$ cat config.mk
export PLATFORM = sky130hd
export DESIGN_NAME = pulse_width_bus_frame_receiver_top
export DESIGN_NICKNAME = d
export VERILOG_FILES = /design/src/rtl/core/pwbfr_pkg.sv /design/src/rtl/core/pwbfr_frame_fsm.sv /design/src/rtl/core/pulse_width_bus_frame_receiver_top.sv
export SDC_FILE = /design/constraint.sdc
export NUM_CORES = 1
export LEC_CHECK = 0
export BUFFER_PORTS_ARGS = -buffer_cell sky130_fd_sc_hd__clkbuf_2
export CELL_PAD_IN_SITES_DETAIL_PLACEMENT = 1
export CELL_PAD_IN_SITES_GLOBAL_PLACEMENT = 1
export CORE_MARGIN = 5
export CORE_UTILIZATION = 49
export DETAILED_ROUTE_END_ITERATION = 16
export HOLD_SLACK_MARGIN = 0.1
export PLACE_DENSITY = 0.87
export SETUP_SLACK_MARGIN = 0.1
export SLEW_MARGIN = 25
export SYNTH_ARGS = -nofsm -noshare
export SYNTH_HDL_FRONTEND = slang
export SYNTH_HIERARCHICAL = 1
export SYNTH_SLANG_ARGS = --single-unit
$ cat constraint.sdc
create_clock -name clk -period 7.45 [get_ports clk]
set_clock_uncertainty 0.15 [all_clocks]
set_input_delay 0.745 -clock clk [delete_from_list [all_inputs] [get_ports clk]]
set_output_delay 0.745 -clock clk [all_outputs]
set_load 0.005 [all_outputs]
$ cat src/rtl/core/pwbfr_pkg.sv
// Shared types, codes and the CRC-8 helper for the pulse width bus frame receiver.
package pwbfr_pkg;

    // Configuration register indexes
    localparam logic [1:0] CFG_BIT_PERIOD    = 2'd0;
    localparam logic [1:0] CFG_OWN_ADDRESS   = 2'd1;
    localparam logic [1:0] CFG_BCAST_ADDRESS = 2'd2;

    // Reset values of the configuration registers
    localparam logic [4:0] BIT_PERIOD_RESET    = 5'd8;
    localparam logic [7:0] OWN_ADDRESS_RESET   = 8'd0;
    localparam logic [7:0] BCAST_ADDRESS_RESET = 8'd255;

    // Result status codes
    localparam logic [1:0] STATUS_BYTE     = 2'd0;
    localparam logic [1:0] STATUS_CRC_GOOD = 2'd1;
    localparam logic [1:0] STATUS_CRC_BAD  = 2'd2;
    localparam logic [1:0] STATUS_ABORT    = 2'd3;

    // Reflected CRC-8 polynomial
    localparam logic [7:0] CRC_POLY = 8'h8C;

    // One result item
    typedef struct packed {
        logic [7:0] byte_value;
        logic [7:0] byte_index;
        logic [1:0] status;
        logic       for_us;
    } result_t;

    // Fold one byte into the running CRC, LSB first
    function automatic logic [7:0] crc_byte(input logic [7:0] crc_in, input logic [7:0] data);
        logic [7:0] crc;
        logic [7:0] d;
        logic       mix;
        crc = crc_in;
        d   = data;
        for (int k = 0; k < 8; k++)
        begin
            mix = crc[0] ^ d[0];
            crc = crc >> 1;
            if (mix)
            begin
                crc = crc ^ CRC_POLY;
            end
            d = d >> 1;
        end
        return crc;
    endfunction

endpackage

$ cat src/rtl/core/pwbfr_frame_fsm.sv
// Frame state machine: pulse measurement, bit assembly, CRC and frame end checks.
module pwbfr_frame_fsm #(
    parameter int MAX_FRAME = 128
) (
    input  logic                 clk,
    input  logic                 rst_n,
    input  logic                 step,
    input  logic                 line_low,
    input  logic [7:0]           timestamp,
    input  logic [4:0]           bit_period,
    input  logic [7:0]           own_address,
    input  logic [7:0]           broadcast_address,
    output logic                 has_result,
    output pwbfr_pkg::result_t   result
);

    typedef enum logic [1:0] {
        PH_IDLE,
        PH_PRIO1,
        PH_PRIO2,
        PH_DATA
    } phase_t;

    localparam logic [7:0] MaxFrameCount = 8'(MAX_FRAME);

    phase_t     phase_reg;
    logic [7:0] pulse_start_reg;
    logic [7:0] byte_cnt_reg;
    logic [2:0] bit_cnt_reg;
    logic [7:0] shift_reg;
    logic [7:0] crc_reg;
    logic [7:0] size_reg;
    logic [7:0] sender_reg;
    logic [7:0] target_reg;

    logic [7:0] ticks;
    logic [8:0] start_prod;
    logic [7:0] start_thr;
    logic [7:0] one_thr;
    logic       is_start;
    logic       data_pulse;
    logic [7:0] shift_next;
    logic       byte_done;
    logic [7:0] byte_cnt_next;
    logic [7:0] crc_next;
    logic [7:0] size_next;
    logic [7:0] sender_next;
    logic [7:0] target_next;
    logic       frame_end;
    logic       frame_abort;

    // Measure the pulse and compare against the start and one thresholds
    always_comb
    begin
        ticks      = timestamp - pulse_start_reg;
        start_prod = {4'b0, bit_period} * 9'd13;
        start_thr  = start_prod[8:1];
        one_thr    = {2'b0, bit_period, 1'b0};
        is_start   = !line_low && (ticks >= start_thr);
        data_pulse = !line_low && !is_start && (phase_reg == PH_DATA);
        shift_next = shift_reg;
        if (ticks > one_thr)
        begin
            shift_next = shift_reg | (8'd1 << bit_cnt_reg);
        end
        byte_done = data_pulse && (bit_cnt_reg == 3'd7);
    end

    // Work out the byte bookkeeping and the frame end
    always_comb
    begin
        byte_cnt_next = byte_cnt_reg + 8'd1;
        crc_next      = pwbfr_pkg::crc_byte(crc_reg, shift_next);
        size_next     = (byte_cnt_reg == 8'd3) ? shift_next : size_reg;
        sender_next   = (byte_cnt_reg == 8'd0) ? shift_next : sender_reg;
        target_next   = (byte_cnt_reg == 8'd1) ? shift_next : target_reg;
        frame_end     = (byte_cnt_next > 8'd3) &&
                        ({1'b0, byte_cnt_next} > ({1'b0, size_next} + 9'd4));
        frame_abort   = !frame_end && (byte_cnt_next >= MaxFrameCount);

        has_result        = byte_done;
        result.byte_value = shift_next;
        result.byte_index = byte_cnt_reg;
        result.status     = pwbfr_pkg::STATUS_BYTE;
        result.for_us     = 1'b0;
        if (frame_end)
        begin
            result.status = (crc_next == 8'd0) ? pwbfr_pkg::STATUS_CRC_GOOD
                                               : pwbfr_pkg::STATUS_CRC_BAD;
            result.for_us = (sender_next != own_address) &&
                            ((target_next == own_address) ||
                             (target_next == broadcast_address));
        end
        else if (frame_abort)
        begin
            result.status = pwbfr_pkg::STATUS_ABORT;
        end
    end

    // Advance the frame state on each item
    always_ff @(posedge clk or negedge rst_n)
    begin
        if (!rst_n)
        begin
            phase_reg       <= PH_IDLE;
            pulse_start_reg <= 8'd0;
            byte_cnt_reg    <= 8'd0;
            bit_cnt_reg     <= 3'd0;
            shift_reg       <= 8'd0;
            crc_reg         <= 8'd0;
            size_reg        <= 8'd0;
            sender_reg      <= 8'd0;
            target_reg      <= 8'd0;
        end
        else if (step)
        begin
            if (line_low)
            begin
                pulse_start_reg <= timestamp;
            end
            else if (is_start)
            begin
                phase_reg <= PH_PRIO1;
            end
            else
            begin
                case (phase_reg)
                    PH_PRIO1:
                    begin
                        phase_reg <= PH_PRIO2;
                    end
                    PH_PRIO2:
                    begin
                        phase_reg    <= PH_DATA;
                        byte_cnt_reg <= 8'd0;
                        bit_cnt_reg  <= 3'd0;
                        shift_reg    <= 8'd0;
                        crc_reg      <= 8'd0;
                    end
                    PH_DATA:
                    begin
                        bit_cnt_reg <= bit_cnt_reg + 3'd1;
                        if (byte_done)
                        begin
                            shift_reg    <= 8'd0;
                            crc_reg      <= crc_next;
                            size_reg     <= size_next;
                            sender_reg   <= sender_next;
                            target_reg   <= target_next;
                            byte_cnt_reg <= byte_cnt_next;
                            if (frame_end || frame_abort)
                            begin
                                phase_reg <= PH_IDLE;
                            end
                        end
                        else
                        begin
                            shift_reg <= shift_next;
                        end
                    end
                    default:
                    begin
                        phase_reg <= phase_reg;
                    end
                endcase
            end
        end
    end

endmodule

$ cat src/rtl/core/pulse_width_bus_frame_receiver_top.sv
// Top level of the pulse width bus frame receiver: channels, config and result register.
//
// Input channel: one line edge per item (line_low = 1 for a falling edge,
// 0 for a release) with the 8-bit timer stamp taken at that edge. Output
// channel: one result item for each completed frame byte, carrying its value,
// its index in the frame and a status; the last byte of a frame reports CRC
// good or bad and for_us, and a frame that runs to MAX_FRAME bytes ends with
// an abort status. Edges that complete no byte give no result.
// Configuration: cfg_write with cfg_index/cfg_data writes bit_period,
// own_address or broadcast_address; write only while the block is idle.
// Result path: an accepted item lands in the input register, and its result is
// registered into the result register when that item advances from there.
// Throughput: one item per cycle while in_stall is low; the frame state
// update and byte-wide CRC fold are combinational between the input and result registers.
// Stall: while out_stall holds a waiting result, items that make no result
// still pass; an item that would make one holds the input register and
// in_stall rises. Reset clears the frame state to idle, empties both
// registers and loads the configuration reset values.
module pulse_width_bus_frame_receiver_top #(
    parameter int MAX_FRAME = 128
) (
    input  logic       clk,
    input  logic       rst_n,
    input  logic       in_valid,
    output logic       in_stall,
    input  logic       line_low,
    input  logic [7:0] timestamp,
    output logic       out_valid,
    input  logic       out_stall,
    output logic [7:0] byte_value,
    output logic [7:0] byte_index,
    output logic [1:0] status,
    output logic       for_us,
    input  logic       cfg_write,
    input  logic [1:0] cfg_index,
    input  logic [7:0] cfg_data
);

    logic       s1_valid_reg;
    logic       s1_line_low_reg;
    logic [7:0] s1_timestamp_reg;
    logic       out_valid_reg;
    pwbfr_pkg::result_t out_reg;
    logic [4:0] bit_period_reg;
    logic [7:0] own_address_reg;
    logic [7:0] bcast_address_reg;

    logic               has_result;
    pwbfr_pkg::result_t result;
    logic               out_free;
    logic               advance;

    // Move the held item forward unless its result would hit a stalled output
    assign out_free = !out_valid_reg || !out_stall;
    assign advance  = s1_valid_reg && (out_free || !has_result);
    assign in_stall = s1_valid_reg && !advance;

    pwbfr_frame_fsm #(
        .MAX_FRAME (MAX_FRAME)
    ) u_frame_fsm (
        .clk               (clk),
        .rst_n             (rst_n),
        .step              (advance),
        .line_low          (s1_line_low_reg),
        .timestamp         (s1_timestamp_reg),
        .bit_period        (bit_period_reg),
        .own_address       (own_address_reg),
        .broadcast_address (bcast_address_reg),
        .has_result        (has_result),
        .result            (result)
    );

    // Hold the configuration registers
    always_ff @(posedge clk or negedge rst_n)
    begin
        if (!rst_n)
        begin
            bit_period_reg    <= pwbfr_pkg::BIT_PERIOD_RESET;
            own_address_reg   <= pwbfr_pkg::OWN_ADDRESS_RESET;
            bcast_address_reg <= pwbfr_pkg::BCAST_ADDRESS_RESET;
        end
        else if (cfg_write)
        begin
            case (cfg_index)
                pwbfr_pkg::CFG_BIT_PERIOD:    bit_period_reg    <= cfg_data[4:0];
                pwbfr_pkg::CFG_OWN_ADDRESS:   own_address_reg   <= cfg_data;
                pwbfr_pkg::CFG_BCAST_ADDRESS: bcast_address_reg <= cfg_data;
                default:                      bit_period_reg    <= bit_period_reg;
            endcase
        end
    end

    // Capture input items
    always_ff @(posedge clk or negedge rst_n)
    begin
        if (!rst_n)
        begin
            s1_valid_reg <= 1'b0;
        end
        else if (!in_stall)
        begin
            s1_valid_reg <= in_valid;
        end
    end

    always_ff @(posedge clk)
    begin
        if (in_valid && !in_stall)
        begin
            s1_line_low_reg  <= line_low;
            s1_timestamp_reg <= timestamp;
        end
    end

    // Hold the result register until it is taken
    always_ff @(posedge clk or negedge rst_n)
    begin
        if (!rst_n)
        begin
            out_valid_reg <= 1'b0;
        end
        else if (out_free)
        begin
            out_valid_reg <= advance && has_result;
        end
    end

    always_ff @(posedge clk)
    begin
        if (out_free && advance && has_result)
        begin
            out_reg <= result;
        end
    end

    assign out_valid  = out_valid_reg;
    assign byte_value = out_reg.byte_value;
    assign byte_index = out_reg.byte_index;
    assign status     = out_reg.status;
    assign for_us     = out_reg.for_us;

    // for_us is only ever reported on a frame end
    a_for_us_at_end: assert property (@(posedge clk) disable iff (!rst_n)
        out_valid_reg && out_reg.for_us |->
            (out_reg.status == pwbfr_pkg::STATUS_CRC_GOOD) ||
            (out_reg.status == pwbfr_pkg::STATUS_CRC_BAD))
        else $error("for_us set on a result that is not a frame end");

    // A frame end needs at least the four header bytes plus the CRC byte
    a_end_index: assert property (@(posedge clk) disable iff (!rst_n)
        out_valid_reg && ((out_reg.status == pwbfr_pkg::STATUS_CRC_GOOD) ||
                          (out_reg.status == pwbfr_pkg::STATUS_CRC_BAD)) |->
            out_reg.byte_index >= 8'd4)
        else $error("frame end reported before the CRC byte could arrive");

    // An abort happens exactly on the last byte that fits
    a_abort_index: assert property (@(posedge clk) disable iff (!rst_n)
        out_valid_reg && (out_reg.status == pwbfr_pkg::STATUS_ABORT) |->
            out_reg.byte_index == 8'(MAX_FRAME - 1))
        else $error("abort reported at the wrong byte index");

    // Back-pressure only when a result is blocked behind a stalled output
    a_stall_cause: assert property (@(posedge clk) disable iff (!rst_n)
        in_stall |-> s1_valid_reg && has_result && out_valid_reg && out_stall)
        else $error("input stalled without a blocked result");

endmodule
==> results summary <==
The flow ran to the end, and the final reports show no timing, DRC or antenna violations. The distinct cell type count after synthesis came out at between 70 and 80. For this run, the leading register cell type out of synthesis is dfrtp_1. The achievable frequency came out at 0.146 GHz. The required arrival time at the worst endpoint is between 7 and 8 ns.

The worst supply voltage drop on vdd is 0.209 mV. The share of synthesized area in the top cell type comes to between 20% and 30%. In this run the static leakage power is 3.60 nW. In the layout the commonest cells are dfrtp_1, nand2_1, o21ai_0. The initial antenna violation count came out at 0. The final layout net count is roughly 800.

Counting every sink on the clock net gives 112. The clock latency at the later pin of the worst-skew pair is 0.36 ns. In this run the clock root is driven by a clkbuf_16. The largest total area in the synthesized netlist belongs to dfrtp_1. The detailed-routing iteration count for the pre-antenna-repair pass came out at 4.

The transition at the pin with the smallest max-transition slack came out at between 0.9 and 1 ns. The power density normalized to cell area came out at roughly 420 nW/µm². The iteration-0 DRC count of the detailed router is 429. The overall die width is 129 µm. For this run, asynchronously set or reset flops after synthesis account for between 70% and 80%. The worst hold path belongs to the class flop to flop. The number of diodes added for antenna fixing is 0. On the critical path the largest part of the delay comes from compound AO/OA/AOI/OAI gates. The count of state elements after synthesis is 112. Leaving out fill and tap cells, the most frequent cell in the layout is dfrtp_1. Data on the critical path arrives at its endpoint at roughly 6.8 ns. Across the run, the number of max-cap violations was 0. The total clock buffers created by CTS is 9.

The post-layout total power came out at 0.00324 W. The half-perimeter wire length after detailed placement came out at 13300 µm. The layout overhead on the synthesized area came out at 11.2%. The TritonCTS clock tree is yes. Sequential elements use between 40% and 50% of the synthesized area.

The floorplan die area is 16500 µm². In the post-synthesis netlist, the biggest area contributors are dfrtp_1, edfxtp_1, ha_1, mux2_2, o21ai_0. The initial utilization of the core area, before any placement, comes to 49.9%.

The number of synthesized flops with an enable pin came out at 28. On the worst path, the slowest cell contributes a delay of 0.50 ns. The post-synthesis instance area is 6890 µm². The setup TNS is 0 ns. The post-route standard cell area excluding fillers came out at roughly 7700 µm². The largest net degree at the start of global routing is 78. The total routed wirelength is 17600 µm. The max-slew violation total from the final report came out at 0. The area of the placeable core is between 10000 and 15000 µm². The first global-routing pass estimated 29200 µm of wire. The total number of H-tree levels is 3. The clock-pin slew of the registers on the worst-case setup and hold paths came out at 0.07 ns. The height of the die is 129 µm. The final RePlAce weighted congestion came out at 0.883. The most used cell along the critical path is ha_1. The remaining global-route overflow came out at 0. The storage element area is roughly 3000 µm².

The routed layout has ~5.2k vias. Setup repair after global routing left no endpoint under its margin. Of all nets on the critical path, the largest fanout is 11. The final critical-path setup slack is ~0.58 ns.

The routed design could run at a clock period as short as 6.87 ns. The post-synthesis cell count is 672. Before CTS, the worst setup slack after placement is 0.375 ns. The via count of the first global-routing pass is 5700. The clock passes through at most 2 buffers.

The total of endpoints with negative setup slack in the final report is 0. The relative slew slack came out at 32.4%. The antenna violation net count after detailed routing is 0.

Dividing the detail-routed via count by the number of cells gives 5.79. The footprint of the multi-input gates is 3670 µm². The number of hold violations in the final report came to 0. STA classifies the critical path endpoint as a flop. The final critical-path share of the clock period came out at between 90 and 100%. The number of ports placed on the die boundary is 45. Dividing the detail-routed wire length by the instance count gives roughly 20 µm. The worst setup path is of the flop to flop kind. After filler insertion, the fill cell instance count of the layout stands at 1517.

Row generation in the floorplan step produced between 40 and 50 rows. The number of nets handed over by synthesis was 752. STA classifies the critical path startpoint as a flop. The slowest stage of the critical path is the o211ai_2 cell. Yosys printed 6 warnings. The layout cell share with drive strength beyond 1 is 18.3%. The global-route usage over all layers is about 22%. The count of buffers added on input and output ports is 44. The buffer and inverter count on the worst path is 3. The total placed instance area is 7320 µm². The post-synthesis area per instance came out at 10.3 µm².

The DRC violation count after routing is 0.
## cell usage after synthesis, drive strengths merged (16+ instances only)
cell / count
xnor2: 30
nand2: 65
edfxtp: 28
o21ai: 62
ha: 53
inv: 58
nor2: 37
mux2: 30
dfrtp: 75
xor2: 29
a21oi: 28
nand3: 16
## power by group
group / switching [W] / internal, W / total (W)
clock: 0.000221 / 0.000277 / 0.000499
combinational: 0.00112 / 0.000749 / 0.00187
sequential: 0.000123 / 0.000751 / 0.000874
## worst register-to-register path, cell delays in order (launching register included)
cell,delay [ns]
edfxtp_1,0.37
inv_1,0.09
ha_1,0.18
inv_1,0.07
fa_1,0.43
a21o_2,0.21
a21oi_1,0.18
xnor2_1,0.17
ha_1,0.28
a21boi_0,0.15
o31ai_2,0.42
o211ai_2,0.50
a21oi_4,0.45
nor2_1,0.09
a21oi_1,0.31
inv_1,0.09
ha_1,0.25
nand2_1,0.09
xnor2_1,0.08
ha_1,0.29
and3_1,0.18
nand3_1,0.15
o31ai_1,0.33
a21oi_1,0.11
a311oi_1,0.39
o21ai_2,0.15
a211o_1,0.30
a21boi_1,0.13
## per-layer routing
layer  wire (µm)  global-route usage, %  vias up  share of wire (%)
li1            -                      -     2459                  -
met1        7270                   27.4     2644                 41
met2        9320                   41.0      104                 53
met3         774                   4.77       20                4.4
met4         225                   4.57        0                1.3
met5           0                      0        -                  0
## metrics by stage
stage / cells / hold WS (ns) / utilization (%)
after floorplan: 672 / 0.296 / -
after global placement: 885 / 0.313 / 52.9
after detailed placement: 885 / 0.327 / 52.9
after CTS: 902 / 0.340 / 55.3
after global routing: 902 / 0.363 / 55.4
final: 902 / 0.343 / 55.4
## area by class of cell
type	count	share of cell area, %
multi-input combinational	485	47.9
sequential	112	38.5
clock buffer	13	3.82
timing repair buffer	51	3.67
tap	180	2.94
inverter	58	2.84
clock inverter	3	0.261
## cells by family (layout without fill, tap and decap cells)
family / after synthesis / in the layout / synth area share (%)
DFF: 112 / 112 / 42.9
AOI/OAI and AO/OA: 156 / 156 / 15.4
xor gates and xnor gates: 61 / 61 / 8.55
muxes: 38 / 38 / 6.06
buffers and inverters: 75 / 125 / 4.30
and+or+nand+nor: 174 / 174 / 12.4
adders and majority gates: 56 / 56 / 10.5
## timing repair
item / in CTS / in global routing
setup buffers: 0 / 0
endpoints found under the setup margin: 0 / 5
hold buffers: 1 / 0
gates resized for setup: 0 / 3
hold endpoints to repair: 7 / 0
## final timing paths
kind,startpoint,to,slack [ns],cells after the start
worst max-delay path,s1_timestamp_reg[0]$_DFFE_PP_,status[1]$_DFFE_PP_,0.58,27
worst min-delay path,u_frame_fsm/size_reg[3]$_DFFE_PN0P_,u_frame_fsm/size_reg[3]$_DFFE_PN0P_,0.34,2
worst max register to register,s1_timestamp_reg[0]$_DFFE_PP_,status[1]$_DFFE_PP_,0.58,27
worst min register to register,u_frame_fsm/size_reg[3]$_DFFE_PN0P_,u_frame_fsm/size_reg[3]$_DFFE_PN0P_,0.34,2
max in group asynchronous,rst_n,bit_period_reg[4]$_DFFE_PN0P_,5.64,3
min in group asynchronous,rst_n,u_frame_fsm/byte_cnt_reg[4]$_DFFE_PN0P_,0.59,2
Note: power is estimated with default switching activity, not from simulation.
